## src/hdl/ndr_pkg.sv

```systemverilog
// Package with the shared types and constants of the data run decoder.
`timescale 1ns / 1ps
package ndr_pkg;

  localparam int unsigned MAX_FIELD_BYTES = 8;
  localparam logic [3:0] NIBBLE_MAX = 4'(MAX_FIELD_BYTES);

  typedef enum logic [1:0] {
    KIND_RUN    = 2'd0,
    KIND_SPARSE = 2'd1,
    KIND_END    = 2'd2,
    KIND_BAD    = 2'd3
  } kind_t;

  typedef enum logic [1:0] {
    PH_HEADER = 2'd0,
    PH_LENGTH = 2'd1,
    PH_OFFSET = 2'd2,
    PH_IGNORE = 2'd3
  } phase_t;

  typedef struct packed {
    kind_t       kind;
    logic [63:0] len;
    logic [63:0] off;
    logic [63:0] total;
    logic        ovf;
  } result_t;

endpackage

```

## src/hdl/ndr_if.sv

```systemverilog
// Valid/ready channel interfaces for run list bytes and decoded run items.
`timescale 1ns / 1ps
interface ndr_in_if;
  logic       valid;
  logic       ready;
  logic [7:0] data_byte;
  logic       list_start;

  modport source (output valid, output data_byte, output list_start, input ready);
  modport sink (input valid, input data_byte, input list_start, output ready);
endinterface

interface ndr_out_if;
  logic               valid;
  logic               ready;
  logic [1:0]         item_kind;
  logic [63:0]        cluster_count;
  logic signed [63:0] cluster_delta;
  logic [63:0]        total_clusters;
  logic               total_overflow;

  modport source (output valid, output item_kind, output cluster_count, output cluster_delta,
                  output total_clusters, output total_overflow, input ready);
  modport sink (input valid, input item_kind, input cluster_count, input cluster_delta,
                input total_clusters, input total_overflow, output ready);
endinterface

```

## src/hdl/ntfs_data_run_decoder.sv

```systemverilog
// Top level of the data run list decoder: input register, decode step, result register.
// The last byte of an item passes the input register, and its result beat the result register.
// Throughput: one run list byte per cycle; while a result waits to be taken, bytes that
// complete no item keep flowing and a byte that completes one waits in the input register.
// Reset: synchronous; the decoder expects a header, the total is zero and both
// registers are empty.
`timescale 1ns / 1ps
module ntfs_data_run_decoder
  import ndr_pkg::*;
(
  input  logic clk,
  input  logic rst,
  ndr_in_if.sink    run_bytes,
  ndr_out_if.source run_items
);

  logic       s1_valid;
  logic [7:0] s1_byte;
  logic       s1_start;
  logic       s1_go;
  logic       out_free;
  logic       emit;
  result_t    step_result;
  logic       out_valid;
  result_t    out_result;

  assign out_free        = !out_valid || run_items.ready;
  assign s1_go           = s1_valid && (out_free || !emit);
  assign run_bytes.ready = !s1_valid || s1_go;

  always_ff @(posedge clk) begin
    if (rst) begin
      s1_valid <= 1'b0;
    end else if (run_bytes.ready) begin
      s1_valid <= run_bytes.valid;
    end
  end

  always_ff @(posedge clk) begin
    if (run_bytes.ready && run_bytes.valid) begin
      s1_byte  <= run_bytes.data_byte;
      s1_start <= run_bytes.list_start;
    end
  end

  ndr_step u_step (
    .clk        (clk),
    .rst        (rst),
    .en         (s1_go),
    .data_byte  (s1_byte),
    .list_start (s1_start),
    .emit       (emit),
    .result     (step_result)
  );

  always_ff @(posedge clk) begin
    if (rst) begin
      out_valid <= 1'b0;
    end else if (out_free) begin
      out_valid <= s1_go && emit;
    end
  end

  always_ff @(posedge clk) begin
    if (out_free && s1_go && emit) begin
      out_result <= step_result;
    end
  end

  assign run_items.valid          = out_valid;
  assign run_items.item_kind      = out_result.kind;
  assign run_items.cluster_count  = out_result.len;
  assign run_items.cluster_delta  = $signed(out_result.off);
  assign run_items.total_clusters = out_result.total;
  assign run_items.total_overflow = out_result.ovf;

  a_total_only_at_end : assert property (@(posedge clk) disable iff (rst)
    out_valid && out_result.kind != KIND_END |-> out_result.total == 64'd0 && !out_result.ovf)
    else $error("total reported on a beat that is not an end of list");

  a_sparse_zero_offset : assert property (@(posedge clk) disable iff (rst)
    out_valid && (out_result.kind == KIND_SPARSE || out_result.kind == KIND_BAD)
    |-> out_result.off == 64'd0)
    else $error("nonzero offset on a sparse or malformed beat");

  a_held_byte_kept : assert property (@(posedge clk) disable iff (rst)
    s1_valid && !s1_go |=> s1_valid && $stable(s1_byte) && $stable(s1_start))
    else $error("stalled input byte was lost or changed");

  a_reset_empties : assert property (@(posedge clk)
    rst |=> !out_valid && !s1_valid)
    else $error("registers not empty after reset");

endmodule

```

## src/hdl/ndr_step.sv

```systemverilog
// Decoder state and the per-byte next-state and result logic.
`timescale 1ns / 1ps
module ndr_step
  import ndr_pkg::*;
(
  input  logic       clk,
  input  logic       rst,
  input  logic       en,
  input  logic [7:0] data_byte,
  input  logic       list_start,
  output logic       emit,
  output result_t    result
);

  phase_t      phase, phase_next;
  logic [3:0]  len_left, len_left_next;
  logic [3:0]  off_left, off_left_next;
  logic [2:0]  pos, pos_next;
  logic [63:0] len_acc, len_acc_next;
  logic [63:0] off_acc, off_acc_next;
  logic [63:0] total, total_next;
  logic        ovf, ovf_next;

  phase_t      phase_eff;
  logic [63:0] total_eff;
  logic        ovf_eff;
  logic [63:0] lane_byte;
  logic [63:0] len_or;
  logic [63:0] off_or;
  logic [63:0] off_ext;
  logic [63:0] len_fin;
  logic [64:0] sum;
  logic [3:0]  lsz;
  logic [3:0]  osz;
  logic        finish;

  always_comb begin
    for (int i = 0; i < 8; i++) begin
      lane_byte[8*i +: 8] = (pos == 3'(i)) ? data_byte : 8'h00;
    end
    len_or = len_acc | lane_byte;
    off_or = off_acc | lane_byte;
    // The last offset byte carries the sign; lanes above it take its sign bit.
    for (int i = 0; i < 8; i++) begin
      off_ext[8*i +: 8] = (3'(i) > pos) ? {8{data_byte[7]}} : off_or[8*i +: 8];
    end
  end

  assign phase_eff = list_start ? PH_HEADER : phase;
  assign total_eff = list_start ? 64'd0 : total;
  assign ovf_eff   = list_start ? 1'b0 : ovf;
  assign lsz       = data_byte[3:0];
  assign osz       = data_byte[7:4];
  assign len_fin   = (phase_eff == PH_LENGTH) ? len_or : len_acc;
  assign sum       = {1'b0, total_eff} + {1'b0, len_fin};

  always_comb begin
    phase_next    = phase_eff;
    len_left_next = len_left;
    off_left_next = off_left;
    pos_next      = pos;
    len_acc_next  = len_acc;
    off_acc_next  = off_acc;
    total_next    = total_eff;
    ovf_next      = ovf_eff;
    emit          = 1'b0;
    finish        = 1'b0;
    result        = '0;
    unique case (phase_eff)
      PH_HEADER: begin
        if (data_byte == 8'h00) begin
          emit         = 1'b1;
          result.kind  = KIND_END;
          result.total = total_eff;
          result.ovf   = ovf_eff;
          phase_next   = PH_IGNORE;
        end else if (lsz == 4'd0 || lsz > NIBBLE_MAX || osz > NIBBLE_MAX) begin
          emit        = 1'b1;
          result.kind = KIND_BAD;
          phase_next  = PH_IGNORE;
        end else begin
          len_left_next = lsz;
          off_left_next = osz;
          pos_next      = 3'd0;
          len_acc_next  = 64'd0;
          off_acc_next  = 64'd0;
          phase_next    = PH_LENGTH;
        end
      end
      PH_LENGTH: begin
        len_acc_next  = len_or;
        pos_next      = pos + 3'd1;
        len_left_next = len_left - 4'd1;
        if (len_left_next == 4'd0) begin
          pos_next = 3'd0;
          if (off_left == 4'd0) begin
            finish      = 1'b1;
            result.kind = KIND_SPARSE;
          end else begin
            phase_next = PH_OFFSET;
          end
        end
      end
      PH_OFFSET: begin
        off_acc_next  = off_or;
        pos_next      = pos + 3'd1;
        off_left_next = off_left - 4'd1;
        if (off_left_next == 4'd0) begin
          finish      = 1'b1;
          result.kind = KIND_RUN;
          result.off  = off_ext;
        end
      end
      PH_IGNORE: begin
      end
      default: begin
      end
    endcase
    if (finish) begin
      emit       = 1'b1;
      result.len = len_fin;
      phase_next = PH_HEADER;
      if (sum[64]) begin
        total_next = '1;
        ovf_next   = 1'b1;
      end else begin
        total_next = sum[63:0];
      end
    end
  end

  always_ff @(posedge clk) begin
    if (rst) begin
      phase    <= PH_HEADER;
      len_left <= 4'd0;
      off_left <= 4'd0;
      pos      <= 3'd0;
      len_acc  <= 64'd0;
      off_acc  <= 64'd0;
      total    <= 64'd0;
      ovf      <= 1'b0;
    end else if (en) begin
      phase    <= phase_next;
      len_left <= len_left_next;
      off_left <= off_left_next;
      pos      <= pos_next;
      len_acc  <= len_acc_next;
      off_acc  <= off_acc_next;
      total    <= total_next;
      ovf      <= ovf_next;
    end
  end

endmodule

```

## src/flat_wrapper.sv

```systemverilog
// flat-port wrapper written by rule: the top's interface ports become plain ports
module ntfs_data_run_decoder_flat import ndr_pkg::*;
  (clk, rst, run_bytes_valid, run_bytes_data_byte, run_bytes_list_start, run_bytes_ready, run_items_valid, run_items_item_kind, run_items_cluster_count, run_items_cluster_delta, run_items_total_clusters, run_items_total_overflow, run_items_ready);
  ndr_in_if run_bytes_i ();
  ndr_out_if run_items_i ();
  input  logic clk;
  input  logic rst;
  input wire logic [$bits(run_bytes_i.valid)-1:0] run_bytes_valid;
  input wire logic [$bits(run_bytes_i.data_byte)-1:0] run_bytes_data_byte;
  input wire logic [$bits(run_bytes_i.list_start)-1:0] run_bytes_list_start;
  output wire logic [$bits(run_bytes_i.ready)-1:0] run_bytes_ready;
  output wire logic [$bits(run_items_i.valid)-1:0] run_items_valid;
  output wire logic [$bits(run_items_i.item_kind)-1:0] run_items_item_kind;
  output wire logic [$bits(run_items_i.cluster_count)-1:0] run_items_cluster_count;
  output wire logic [$bits(run_items_i.cluster_delta)-1:0] run_items_cluster_delta;
  output wire logic [$bits(run_items_i.total_clusters)-1:0] run_items_total_clusters;
  output wire logic [$bits(run_items_i.total_overflow)-1:0] run_items_total_overflow;
  input wire logic [$bits(run_items_i.ready)-1:0] run_items_ready;
  assign run_bytes_i.valid = run_bytes_valid;
  assign run_bytes_i.data_byte = run_bytes_data_byte;
  assign run_bytes_i.list_start = run_bytes_list_start;
  assign run_bytes_ready = run_bytes_i.ready;
  assign run_items_valid = run_items_i.valid;
  assign run_items_item_kind = run_items_i.item_kind;
  assign run_items_cluster_count = run_items_i.cluster_count;
  assign run_items_cluster_delta = run_items_i.cluster_delta;
  assign run_items_total_clusters = run_items_i.total_clusters;
  assign run_items_total_overflow = run_items_i.total_overflow;
  assign run_items_i.ready = run_items_ready;
  ntfs_data_run_decoder u_core (.clk(clk), .rst(rst), .run_bytes(run_bytes_i), .run_items(run_items_i));
endmodule
```

## config.mk

```make
export PLATFORM = sky130hd
export DESIGN_NAME = ntfs_data_run_decoder_flat
export DESIGN_NICKNAME = d
export VERILOG_FILES = /design/src/hdl/ndr_pkg.sv /design/src/hdl/ndr_if.sv /design/src/hdl/ntfs_data_run_decoder.sv /design/src/hdl/ndr_step.sv /design/src/flat_wrapper.sv
export SDC_FILE = /design/constraint.sdc
export NUM_CORES = 1
export LEC_CHECK = 0
export ABC_AREA = 0
export BUFFER_PORTS_ARGS = -buffer_cell sky130_fd_sc_hd__buf_2
export CAP_MARGIN = 0
export CORE_ASPECT_RATIO = 0.7
export CORE_MARGIN = 2
export CORE_UTILIZATION = 35
export CTS_BUF_LIST = sky130_fd_sc_hd__clkbuf_4 sky130_fd_sc_hd__clkbuf_8
export DETAILED_ROUTE_END_ITERATION = 10
export PLACE_DENSITY_LB_ADDON = 0.3
export SLEW_MARGIN = 20
export SYNTH_ARGS = -nofsm -noshare
export SYNTH_HDL_FRONTEND = slang
export SYNTH_HIERARCHICAL = 1
export SYNTH_SLANG_ARGS = --single-unit
```

## constraint.sdc

```tcl
create_clock -name clk -period 11.3 [get_ports clk]
set_clock_uncertainty 0.05 [all_clocks]
set_input_delay 1.13 -clock clk [delete_from_list [all_inputs] [get_ports clk]]
set_output_delay 1.13 -clock clk [all_outputs]
set_load 0.005 [all_outputs]
```

# Word-level counts from Yosys, hierarchy flattened
# Cells that the tools add are included.
# classes
add_sub_neg,4
n_mul,0
div,0
n_lt_le_gt_ge,10
n_eq_ne,11
shift,0
muxes,57
bitwise,2
reduce_logical,28
# ops
operator,count
64-bit two-way mux,6
64-bit one-hot mux with 2 select lines,2
8-bit two-way mux,16
64-bit OR,2
64-bit by 64-bit adder with 65-bit output,1
4-bit logical NOT,4
2-bit two-way mux,8
4-bit two-way mux,4
4-bit one-hot mux with 2 select lines,2
3-bit equality test (second input constant),4
3-bit > comparator (first input constant),4
1-bit two-way mux,12
4-bit AND reduction,3
3-bit two-way mux,3
3-bit one-hot mux with 3 select lines,1
4-bit > comparator (second input constant),2
8-bit logical NOT,1
2-bit one-hot mux with 2 select lines,2
4-bit by 1-bit subtractor with 4-bit output (second input constant),2
3-bit by 2-bit equality test with 1-bit output (second input constant),2
1-bit by 3-bit > comparator with 1-bit output (first input constant),2
2-bit by 3-bit > comparator with 1-bit output (first input constant),2
1-bit logical AND,5
1-bit logical OR,5
other kinds (12),17
# totals
register_bits,412
latch_bits,0
ram_bits,0
rom_bits,0
wordCells,129
n_memories,0

# Longest topological paths before layout
# Gate-level depths: netlist of the first run.
# logic_depth
depth_word,12
depth_mapped,23
ltp_nobuf,17

# By module
# Netlist of the first run, hierarchy kept.
# modules_own_cells
mod,n_inst,cells_each,area_per_inst_um2
ndr_step,1,1931,14427.6
ntfs_data_run_decoder,1,216,6229.7

# Least setup slack after synthesis of the first run
# No wires, ideal clock.
# synth_path
path_type,register to register
start,reg u_core.s1_start
end,"reg u_core.out_result (netlist bit u_core/run_items.cluster_count[0]), enable pin"
t_arrival_ns,10.422
required_time_ns,10.495
path_slack_ns,0.072
path_stages_with_launch,13
period_less_slack_ns,11.228
path_cell_list,edfxtp_1 clkbuf_1 clkbuf_1 nor2b_1 inv_1 ha_1 clkbuf_1 nand4_1 a21o_1 clkbuf_1 nand2_1 nand2_1 nor2_1
# synth_between
elab_chain_len,9
word_cells_on_any_way,12
classes_between,eq/ne (2); mux (4); reduce/logical (6)
# synth_lines
element,line,source
"start, declared",ntfs_data_run_decoder.sv:19,logic s1_start;
"start signal, assigned",ntfs_data_run_decoder.sv:42,s1_start <= run_bytes.list_start;
2-bit two-way mux (*),ndr_step.sv:49,assign phase_eff = list_start ? PH_HEADER : phase;
2-bit equality test (tied with other cells),ndr_step.sv:69,unique case (phase_eff)
1-bit one-hot mux with 2 select lines / 1-bit two-way mux (equally long branches),ndr_step.sv:69,
1-bit two-way mux (*),ndr_step.sv:119,if (finish) begin
net u_core.emit,ntfs_data_run_decoder.sv:22,logic emit;
1-bit logical NOT,ntfs_data_run_decoder.sv:28,assign s1_go = s1_valid && (out_free || !emit);
1-bit logical OR,ntfs_data_run_decoder.sv:28,
1-bit logical AND,ntfs_data_run_decoder.sv:28,
1-bit logical AND,ntfs_data_run_decoder.sv:65,if (out_free && s1_go && emit) begin
1-bit logical AND (*),ntfs_data_run_decoder.sv:65,
"end signal, assigned",ntfs_data_run_decoder.sv:66,out_result <= step_result;
"end, declared",ntfs_data_run_decoder.sv:25,result_t out_result;
# Mark *: on every way through the listed nets, which the timed path passes. The rest lies on a longest branch.
# A chain may end at the register's enable or synchronous reset.

# Final worst setup path of the first run
# layout_path
start,reg u_core.s1_start
end,reg u_core.u_step.total[55]
# layout_between
elab_chain_len,7
word_cells_on_any_way,15
classes_between,add/sub (1); eq/ne (2); mux (8); reduce/logical (4)
# layout_lines
element,line,source
branches (longest 7 deep; another with 64-bit by 64-bit adder with 65-bit output),--,
"end signal, assigned",ndr_step.sv:149,total <= total_next;
"end, declared",ndr_step.sv:21,"logic [63:0] total, total_next;"
# Several ways; the timed one is not identified.

==> run summary, run 1 <==
The total of cells resized after clock tree synthesis was 0. At the worst endpoint, the arrival time is 6.97 ns. Count of distinct cell types in the synthesized netlist: 74.

The number of hold violations in the final report came out at 0. By area the synthesized netlist is led by edfxtp_1 30%, dfxtp_1 20%, a21oi_1 5.5%. The kind of end point of the critical path is a flip-flop.

During synthesis, Yosys emitted a total of 6 warnings. The proportion of synthesized flip-flops having asynchronous set or reset was 0%; the post-detailed-placement half-perimeter wirelength was 46100 um. In this run the worst setup path begins at u_core/s1_start.

Measured in cells, the most critical reg-to-reg path has a length of 19. The worst register-to-register path ends at u_core/u_step/total[55]. After global routing the overflow that remains totals 0.

TritonCTS built the clock tree. In the final layout, the multi-input gates occupy 9560 um^2. The logs give 2381 for the final net count and 9.70 nW for the static leakage power. In this run the count of I/O pins placed on the die edge is 210. The count of buffers from port buffering was 209; the synthesis-to-layout area growth was 15.1%.

The worst hold path was traced through 2 stages. The worst pin sits at a relative slew slack of 24.1%. For the sequential cell area, the log shows 10300 um^2.

The final route contains 17300 vias. For hold timing, the worst endpoint is u_core/u_step/ovf. The cell type with the highest aggregate area in the netlist was edfxtp_1.

The largest individual stage delay along the critical path comes from the cell ha_1. The logs give 0.65 ns for the clock latency reported for the late side of the worst-skew pair and 1454 for the initial DRC count. Before CTS, the worst setup slack after placement is 4.90 ns. The worst register-to-register path begins at u_core/s1_start. Before antenna repair, the detailed router went through 6 iterations. Buffers added to address setup during post-CTS repair amount to 0. No sink is reached through more buffers than the 3 on the longest clock path. In the final timing run, aggregate negative setup slack is 0 ns. The run gives 100000 um as the global-route wire length before repair. The flow ran to the end, and the final reports show no timing, DRC or antenna violations. The logs give 69.6 uV for the peak supply drop and 2147 for the cell count after synthesis. The type of the most critical hold path was flip-flop to flip-flop.

Setup violations remaining at the end of the flow were counted as 0. Traced cell by cell, the critical path runs through buf_4, nand2b_1, ha_1, and2_1, a21o_1, ha_1, inv_1, fa_1, and2b_1, o2111ai_1, a21o_1, a2111o_1, a31oi_2, nor3_2, o41ai_4, a211o_2, buf_4, nor2_1, a211oi_1. In this run the horizontal extent of the chip is 294 um. The final-report max-slew violation count is 0. The post-detailed-routing wire length is 67100 um. From bottom edge to top edge, the die measures 207 um. On the worst path, the slowest cell contributes a delay of 0.77 ns.

For this design the ratio of total power to cell area is 136 nW/um^2. The top cell type by area accounts for 29.7% of the synthesized area. At the end of the flow the core is filled with cells to 40.8%. For this run, the leading register cell type out of synthesis is dfxtp_1.

The portion of the post-synthesis area used by sequential elements is 49.8%, and the number of clock sinks is 412. Max-cap violations in this run came to 0. The number of synthesized register bits works out to 412.

The clock tree synthesis step divided the H-tree into 3 levels. The tools report the initial antenna violation count as 4. The run gives 4.83 ns as the worst reg-to-reg setup slack.

In this run the core area contains 74 standard-cell rows. CTS placed an instance of clkbuf_8 at the clock tree root. Together, buffers and inverters on the worst path number 3.

Buffers inserted during clock tree synthesis total 70. The minimum setup slack in the final design is 4.83 ns, and the mean number of vias per cell is 5.55. Number of flops mapped to enable cells by yosys: 204. The startpoint of the tightest hold check path was u_core/u_step/ovf. Routability-driven placement finished with a final weighted congestion of 0.903. In this run the remaining antenna-violating nets after routing total 0. After clock tree synthesis, the flow added hold-fix buffers numbering 0. The library cell used most frequently in the layout, excluding fill and tap cells, is nor2_1. The clock slew at the register clock pins of the worst setup and hold paths was 0.06 ns; the number of nets in the synthesized netlist was 2237.

The tools report the startpoint kind of the worst setup timing path as a flip-flop. STA puts the critical path data required time at 11.80 ns. The setup path with the least slack is of type flip-flop to flip-flop. The number of antenna diodes came out at 0.

In the finished design, the share of the clock period the worst path needs comes to 57.3%. Of all nets on the critical path, the largest fanout is 32. The worst path in the final design needs a cycle of 6.47 ns, including I/O delays and setup. For this run, design rule violations remaining after detail routing come to 0. For the pin with the worst max-slew slack, the measured transition is 1.14 ns. Average size of a mapped cell: 9.62 um^2. For this configuration, the core starts out at a cell density of 35.4%. Static timing analysis puts the maximum clock frequency at 0.155 GHz. In the final routed layout, each cell accounts on average for 21.6 um.

On the critical path the largest part of the delay comes from compound AO/OA/AOI/OAI gates. For the post-synthesis instance area, the log shows 20700 um^2. Number of inserted filler cells in the final layout: 5793. The floorplan step defined a die boundary enclosing 61000 um^2.

The run gives 21.4% as the overall global routing resource usage. Entering global routing, the biggest net connects 93 pins. Setup repair after global routing left no endpoint under its margin.

The total area inside the core boundary comes to 58300 um^2. Of the cells placed in the final design, the portion with a size suffix greater than 1 is 18.6%. The via count of the first global-routing pass was 16400.

The top cell types in the final layout, fill and taps aside, are 238 x nor2_1, 225 x a21oi_1, 209 x buf_2, 208 x dfxtp_1, 204 x edfxtp_1.
[registers in the layout, indices dropped and copies added, names as in the netlist]
name / flops
u_core/run_items.cluster_count: 64
u_core/run_items.cluster_delta: 64
u_core/run_items.item_kind: 2
u_core/run_items.total_clusters: 64
u_core/run_items.total_overflow: 1
u_core/run_items.valid: 1
u_core/s1_byte: 8
u_core/s1_start: 1
u_core/s1_valid: 1
u_core/u_step/len_acc: 64
u_core/u_step/len_left: 4
u_core/u_step/off_acc: 64
u_core/u_step/off_left: 4
u_core/u_step/ovf: 1
u_core/u_step/phase: 2
u_core/u_step/pos: 3
u_core/u_step/total: 64
[Yosys cell counts (4+ instances only)]
library cell,n
nand3_1,20
a211oi_1,42
xor2_1,22
nor2b_1,93
ha_1,76
o221ai_2,20
nor3b_1,17
a31o_2,9
edfxtp_1,204
o221ai_1,7
buf_1,13
xnor2_1,39
inv_1,50
nor2_1,243
nand4_1,20
nand2_1,124
o21ai_1,10
dfxtp_1,208
or3_1,6
a311oi_1,8
a21oi_1,226
o22ai_1,16
a22oi_1,5
and3_1,5
o211ai_1,5
clkbuf_1,147
a21o_1,97
buf_2,4
o21bai_1,14
a221oi_1,5
nor3_1,15
a31oi_1,88
o31ai_1,11
a21oi_2,20
o21ai_0,65
nand2b_1,12
and2_1,115
o21a_1,16
[routing by layer]
| metal | wire (um) | GRT usage [%] |
|---|---|---|
| met1 | 32500 | 32.7 |
| met2 | 27800 | 30.0 |
| met3 | 5200 | 4.57 |
| met4 | 1550 | 6.51 |
| met5 | 0 | 0 |
[worst max path at each step]
| stage | endpoint | slack (ns) | cells past startpoint |
|---|---|---|---|
| 2_1_floorplan | u_core/run_items.cluster_count[0] | 0.07 | 12 |
| 3_3_place_gp | u_core/u_step/total[58] | 5.18 | 19 |
| 3_5_place_dp | u_core/u_step/total[41] | 4.90 | 19 |
| 4_1_cts | u_core/u_step/total[49] | 4.90 | 19 |
| 5_1_grt | u_core/u_step/total[49] | 4.38 | 19 |
| 6_report | u_core/u_step/total[55] | 4.83 | 19 |
[worst reg2reg max path: cells and delay by family, from the launching register on]
kind | cells | cell delay, ns
buffers and inverters | 3 | 0.92
DFF | 1 | 0.32
and+or+nand+nor | 5 | 1.30
AOI/OAI and AO/OA | 8 | 2.41
adders and majority gates | 3 | 1.37
[power breakdown]
| group | internal [mW] | total [mW] | switching, mW | leakage, nW |
|---|---|---|---|---|
| logic | 0.0377 | 0.151 | 0.114 | 5.22 |
| registers | 1.60 | 1.61 | 0.0113 | 3.68 |
| clock network | 0.828 | 1.47 | 0.642 | 0.804 |
| total | 2.46 | 3.23 | 0.767 | 9.70 |
[cell type report]
| class | instances | area share (%) |
|---|---|---|
| clock inverters | 21 | 0.889 |
| clock buffers | 107 | 5.46 |
| inverters | 51 | 0.805 |
| well taps | 760 | 4.00 |
| multi-input cells | 1516 | 40.2 |
| flip-flops and latches | 412 | 43.3 |
| repair buffers | 240 | 5.38 |
[stage by stage]
stage               power, mW  std cells  hold slack, ns  area (um^2)
finish                   3.23       3107           0.407        23800
global route             3.35       3107           0.429        23800
CTS                      3.27       3107           0.409        23800
detailed placement       1.79       2979           0.398        22300
global placement         1.78       2979           0.391        22300
floorplan                1.73       2147           0.377        20700
[cell families (layout without fill, tap and decap cells)]
group / after synthesis / count (layout) / share of synthesized area (%)
AO/OA/AOI/OAI: 689 / 689 / 22.2
XOR/XNOR: 61 / 61 / 2.59
adder cells (fa/ha/maj): 77 / 77 / 4.70
buffers and inverters: 219 / 419 / 4.23
flip-flops: 412 / 412 / 49.8
multiplexers: 1 / 1 / 0.0485
AND/OR/NAND/NOR: 688 / 688 / 16.5
Power figures use the tool's default switching activity.
==> inputs of run 2 (changes only) <==
Clock period 11.3 ns to 5.46 ns, I/O delays scaled along.
==> run 2 against run 1 <==
Maximum frequency up 24%. Via count up 1.1%. Critical endpoint is now u_core/u_step/total[61]. Critical path depth down 1. Final cell count up 0.84%. Critical path type unchanged. First-iteration DRC count up 28%. Highest routed layer is now met5.
==> run summary, run 2 (synthesis gave the netlist of run 1 again) <==
The required arrival time at the worst endpoint came out at 5.98 ns (-5.82 ns). The minimum setup slack in the final design is 0.258 ns (-4.57 ns). The critical path data arrival time was 5.73 ns (-1.24 ns).

The global-route wire length before repair is 103000 um (+3.0%), and the DRC violation count after routing is 0 (unchanged). The worst setup slack after placement is 0.261 ns (-4.64 ns). The number of clock sinks is 412 (unchanged), and the area of the placeable core is 58300 um^2 (unchanged). The critical path in this run is classified as flip-flop to flip-flop. For the number of levels in the clock H-tree, the log shows 3 (unchanged). The transition at the pin with the smallest max-transition slack was 0.989 ns (-0.146 ns). The static leakage power came out at 9.87 nW (+1.7%).

Routability congestion estimate from global placement: 0.937 (+3.9%). Top fanout value on the critical path: 15 (-53%). For the final hold slack, the log shows 0.106 ns (-0.302 ns).

Clock tree synthesis selected as its root buffer the cell clkbuf_8. Post-route clock period utilization: 95.3% (+38 points). The stage delay of the slowest cell on the critical path came out at 0.64 ns (-0.13 ns).

The number of hold violations in the final report came out at 0 (unchanged). The horizontal die dimension was 294 um (unchanged). The tools report the placed instance area as 22400 um^2 (+0.67%).

The final total negative setup slack is 0 ns (unchanged), and the final net count is 2406 (+1.0%). The number of endpoints failing setup at the final stage came out at 0 (unchanged). The tools report the clock latency reported for the late side of the worst-skew pair as 0.68 ns (+0.03 ns). The run gives 48000 um (+4.2%) as the post-detailed-placement half-perimeter wirelength. Via count of the first global-routing pass: 16800 (+2.5%). The post-detailed-routing wire length was 68800 um (+2.6%); the number of optimization iterations in the first detailed-route pass was 8 (+2). For the worst-case clock buffer depth, the log shows 3 (unchanged). The die area was 61000 um^2 (unchanged). STA classifies the critical path startpoint as a flip-flop. Overall global routing resource usage: 22.0% (+0.59 points).

TritonCTS built the clock tree. The final standard cell area without fillers came out at 24100 um^2 (+1.3%). The chip height came out at 207 um (unchanged). Total of max-cap violations: 0 (unchanged). The initial DRC count was 1858 (+28%); the total number of vias was 17500 (+1.1%). The shortest period the worst path allows was 5.20 ns (-1.27 ns); the peak supply drop was 134 uV (+93%). The min-delay analysis places its worst path in the category input pin to flip-flop. Most common cell type on the critical path: a211oi_1. The initial core utilization is 35.4% (unchanged). The achievable clock frequency came out at 0.192 GHz (+24%). For the tightest slew margin relative to the limit, the log shows 33.9% (+9.8 points).

The library cell contributing the largest single delay on the critical path is o31ai_1. The fraction of final layout cells with drive strength greater than 1 was 19.1% (+0.52 points); the clock slew at the register clock pins of the worst setup and hold paths was 0.06 ns (about the same). The mean number of vias per cell came out at 5.57 (+0.29%). The tools report the number of primary I/O pins as 210 (unchanged). The library cell used most frequently in the layout, excluding fill and tap cells, is nor2_1. Setup repair after global routing left no endpoint under its margin. The flow ran to the end, and the final reports show no timing, DRC or antenna violations. The remaining global-route overflow was 0 (unchanged); the count of buffers from port buffering was 209 (unchanged).

The signal on the critical path passes through inv_1, ha_1, nor2b_2, buf_4, a21oi_1, inv_1, ha_1, a211oi_1, o21ai_1, nand3b_1, a211oi_1, o31ai_1, a31oi_1, buf_4, a21oi_1, o21ai_0, xnor2_1, a211oi_1. For the final-report max-slew violation count, the log shows 0 (unchanged). In the layout the commonest cells are 237 x nor2_1, 225 x a21oi_1, 209 x buf_2, 208 x dfxtp_1, 204 x edfxtp_1. The worst setup path is captured at a flip-flop. The initial antenna violation count was 10 (+6). The pin count of the biggest net entering global routing came out at 89 (-4.3%). The floorplan row count came out at 74 (unchanged). The run gives 0 (unchanged) as the count of nets left with antenna violations after detail routing. The number of inserted filler cells in the final layout came out at 5719 (-1.3%).

The synthesis-to-layout area growth works out to 16.6%. The wire length per cell after detailed routing was 22.0 um (+1.7%). The ratio of total power to cell area works out to 283 nW/um^2 (+110%).

The tools report the total CTS buffers as 71 (+1.4%). For the total power of the final layout, the log shows 6.82 mW (+110%).
==> run 2: worst max-delay path: cells and delay by family, from the launching register on <==
kind	cells	cell delay [ns]
xor gates and xnor gates	1	0.17
and+or+nand+nor	2	0.45
AOI/OAI and AO/OA	9	2.64
DFF	1	0.46
adders and majority gates	2	0.60
buffers and inverters	4	0.75
==> run 2: what timing repair did <==
item | in CTS | in global routing
setup endpoints to repair | 0 | 50
gates resized for setup | 0 | 3
setup buffers | 0 | 1
hold buffers | 8 | 0
hold endpoints to repair | 8 | 0
==> run 2: layer usage <==
| layer | track usage, % | share of wire, % |
|---|---|---|
| met5 | 0 | 0.039 |
| met4 | 5.93 | 2.1 |
| met3 | 4.58 | 8.0 |
| met2 | 31.1 | 42 |
| met1 | 33.7 | 48 |
==> run 2: area by class of cell <==
cell class                      instances  area (um^2)  share of cell area [%]
Multi-Input combinational cell       1516         9550                    39.7
Clock inverter                         34          393                    1.63
Tap cell                              760          951                    3.95
Clock buffer                           95         1190                    4.93
Sequential cell                       412        10300                    42.7
Antenna cell                            1         2.50                  0.0104
Inverter                               51          191                   0.795
Timing Repair Buffer                  264         1520                    6.32
==> run 2: power breakdown <==
part	switching (mW)	internal, mW
Combinational	0.238	0.0846
Clock	1.36	1.82
Sequential	0.0254	3.30
Total	1.62	5.20
==> run 2: worst paths after layout <==
path	start	to	slack, ns	cells past startpoint
hold / removal	run_bytes_list_start	u_core/s1_start	0.11	1
hold reg to reg	u_core/u_step/ovf	u_core/u_step/ovf	0.41	2
setup reg to reg	u_core/u_step/pos[0]	u_core/u_step/total[61]	0.26	18
setup / recovery	u_core/u_step/pos[0]	u_core/u_step/total[61]	0.26	18
==> run 2: through the flow <==
step	utilization (%)	instances
floorplan	-	2147
finish	41.3	3133
global route	41.3	3132
CTS	41.3	3131
detailed placement	38.4	2994
global placement	38.4	2994
==> inputs of run 3 (changes only) <==
Settings changed: PLACE_DENSITY_LB_ADDON 0.3 to 0.25, TNS_END_PERCENT set to 20.
==> run 3 against run 2 <==
Core utilization is 0.43 points lower. Global-route usage down 0.40 points. Die area unchanged. Combinational power is 2% lower. Critical path depth decreased by 2. Final cell count fell by 0.29%. First-iteration DRC count shrank 19%. Maximum frequency is 2.4% higher. Worst hold slack worse by 0.052 ns. Routed wire length decreased by 1.8%. Non-clock buffer count down 5. Critical path type unchanged. Largest cell class unchanged.
==> run summary, run 3 (synthesis gave the netlist of run 1 again) <==
The type of the most critical hold path was input pin to flip-flop. For the required arrival time at the worst endpoint, the log shows 5.99 ns (about the same). The flow ran to the end, and the final reports show no timing, DRC or antenna violations. The library cell used most frequently in the layout, excluding fill and tap cells, is nor2_1.

The run gives 3 (unchanged) as the number of levels in the clock H-tree. The worst setup slack after placement is 0.363 ns (+0.102 ns), and the number of primary I/O pins is 210 (unchanged). The pin count of the biggest net entering global routing is 110 (+24%).

The fraction of final layout cells with drive strength greater than 1 is 18.7% (-0.35 points), and the met3 usage in global routing is 5.00% (+0.42 points). For the met2 usage in global routing, the log shows 30.5% (-0.63 points). Setup repair after global routing left no endpoint under its margin. TritonCTS built the clock tree. The transition at the pin with the smallest max-transition slack is 0.967 ns (-0.0220 ns).

The horizontal die dimension was 294 um (unchanged); the achievable clock frequency was 0.197 GHz (+2.4%). The global-route wire length before repair is 101000 um (-2.0%), and the combined area of the multi-input logic cells is 9560 um^2 (about the same). For the final net count, the log shows 2398 (-0.33%). The total number of vias is 17300 (-0.78%), and the final-report max-slew violation count is 0 (unchanged).

The initial core utilization was 35.4% (unchanged). For the critical path data arrival time, the log shows 5.62 ns (-0.11 ns). The post-route clock period utilization was 93.1% (-2.2 points). Busiest metal layer after global routing: met1. The overall global routing resource usage was 21.6% (-0.40 points). The remaining global-route overflow is 0 (unchanged). The sequential cell area is 10300 um^2 (unchanged), and the top fanout value on the critical path is 23 (+8). The number of clock sinks was 412 (unchanged).

The tree is rooted in a clkbuf_8. The clock slew at the register clock pins of the worst setup and hold paths is 0.07 ns (about the same). The tightest slew margin relative to the limit came out at 35.3% (+1.4 points). The internal power is 4.84 mW (-6.9%), and the count of buffers from port buffering is 209 (unchanged). The logs give 0 (unchanged) for the total of max-cap violations and 0 (unchanged) for the count of nets left with antenna violations after detail routing. The number of optimization iterations in the first detailed-route pass came out at 5 (-3). The library cells used most frequently in the layout, excluding fill and tap cells, are 238 x nor2_1, 225 x a21oi_1, 209 x buf_2, 208 x dfxtp_1, 204 x edfxtp_1.

The die area is 61000 um^2 (unchanged). The mean number of vias per cell is 5.54 (-0.49%), and the peak supply drop is 145 uV (+7.7%). The static leakage power came out at 9.74 nW (-1.3%). The chip height works out to 207 um (unchanged). The run gives 0 ns (unchanged) as the final total negative setup slack. The ratio of total power to cell area came out at 270 nW/um^2 (-4.7%). The worst-case clock buffer depth was 3 (unchanged).

The worst setup path is captured at a flip-flop. The number of inserted filler cells in the final layout came out at 5753 (+0.59%). The run gives 0 (unchanged) as the number of endpoints failing setup at the final stage. The tools report the sequential share of power as 51.7% (+3.0 points). The initial antenna violation count was 6 (-4). For the floorplan row count, the log shows 74 (unchanged). For the routability congestion estimate from global placement, the log shows 0.942 (+0.52%). The switching power was 1.60 mW (-1.6%). The run gives 32.7% (-0.99 points) as the met1 capacity usage during global routing. The post-detailed-placement half-perimeter wirelength is 47400 um (-1.4%).

The type of the worst setup path is flip-flop to flip-flop. The tools report the fraction of power consumed by the clock network as 43.4% (-3.2 points). The tools report the via count of the first global-routing pass as 16400 (-2.2%). STA classifies the critical path startpoint as a flip-flop. The DRC violation count after routing was 0 (unchanged); the shortest period the worst path allows was 5.08 ns (-0.120 ns).

The fraction of power spent switching nets works out to 24.8% (+1.0 points). For the initial DRC count, the log shows 1500 (-19%). The total CTS buffers was 68 (-4.2%). The wire length per cell after detailed routing was 21.6 um (-1.5%); the part of the total power dissipated in combinational logic was 4.9% (+0.2 points). For the clock latency reported for the late side of the worst-skew pair, the log shows 0.67 ns (about the same).

The post-detailed-routing wire length was 67600 um (-1.8%); the synthesis-to-layout area growth was 15.4%. The logs give 58300 um^2 (unchanged) for the area of the placeable core and 0 (unchanged) for the number of hold violations in the final report. The minimum setup slack in the final design came out at 0.378 ns (+0.120 ns).
==> run 3: power groups by stage <==
stage                     logic (mW)  registers, mW  clock network (mW)
after CTS                      0.313           3.33                2.89
after detailed placement       0.308           3.39                   0
after global routing           0.340           3.33                3.03
after global placement         0.303           3.39                   0
final                          0.315           3.33                2.80
after floorplan                0.168           3.40                   0
==> run 3: final timing paths <==
check,startpoint,to,slack [ns],cells after the start
worst min register to register,u_core/u_step/ovf,u_core/u_step/ovf,0.41,2
worst max-delay path,u_core/s1_start,u_core/u_step/total[62],0.38,16
worst min-delay path,run_bytes_data_byte[5],u_core/s1_byte[5],0.05,1
worst max register to register,u_core/s1_start,u_core/u_step/total[62],0.38,16
==> run 3: cell type report <==
| type | count | area share [%] |
|---|---|---|
| inverters | 51 | 0.803 |
| multi-input cells | 1516 | 40.1 |
| repair buffers | 259 | 6.20 |
| well taps | 760 | 3.99 |
| clock inverters | 29 | 0.845 |
| diodes | 1 | 0.0105 |
| clock buffers | 96 | 4.91 |
| flip-flops and latches | 412 | 43.2 |
==> run 3: routing by layer <==
metal	vias up	wire, um
li1	8061	-
met1	8503	33000
met2	643	28100
met3	110	4950
met4	0	1540
met5	-	0
==> run 3: through the flow <==
| stage | std cells | power, mW | util (%) | hold slack [ns] | cell area, um^2 |
|---|---|---|---|---|---|
| floorplan | 2147 | 3.57 | - | 0.377 | 20700 |
| global placement | 2992 | 3.70 | 38.4 | 0.392 | 22400 |
| detailed placement | 2992 | 3.70 | 38.4 | 0.399 | 22400 |
| CTS | 3123 | 6.53 | 40.8 | 0.000501 | 23800 |
| global route | 3123 | 6.70 | 40.9 | 0.00617 | 23800 |
| finish | 3124 | 6.44 | 40.9 | 0.0539 | 23800 |
==> run 3: critical path: stages, from the launching register on <==
cell	delay [ns]
edfxtp_1	0.44
nor2b_1	0.23
ha_1	0.19
buf_4	0.25
and2_1	0.42
a21oi_1	0.21
fa_1	0.46
and2b_1	0.24
o2111ai_1	0.15
a21o_1	0.25
o21a_1	0.31
o41ai_2	0.39
o21ai_0	0.34
o21ai_1	0.48
a211oi_1	0.17
xor2_1	0.17
a211oi_1	0.22
==> run 3: what timing repair did <==
item,CTS,global route
buffers inserted,0,0
gates resized for setup,0,2
setup endpoints to repair,0,19
hold buffers,6,0
hold endpoints to repair,6,0
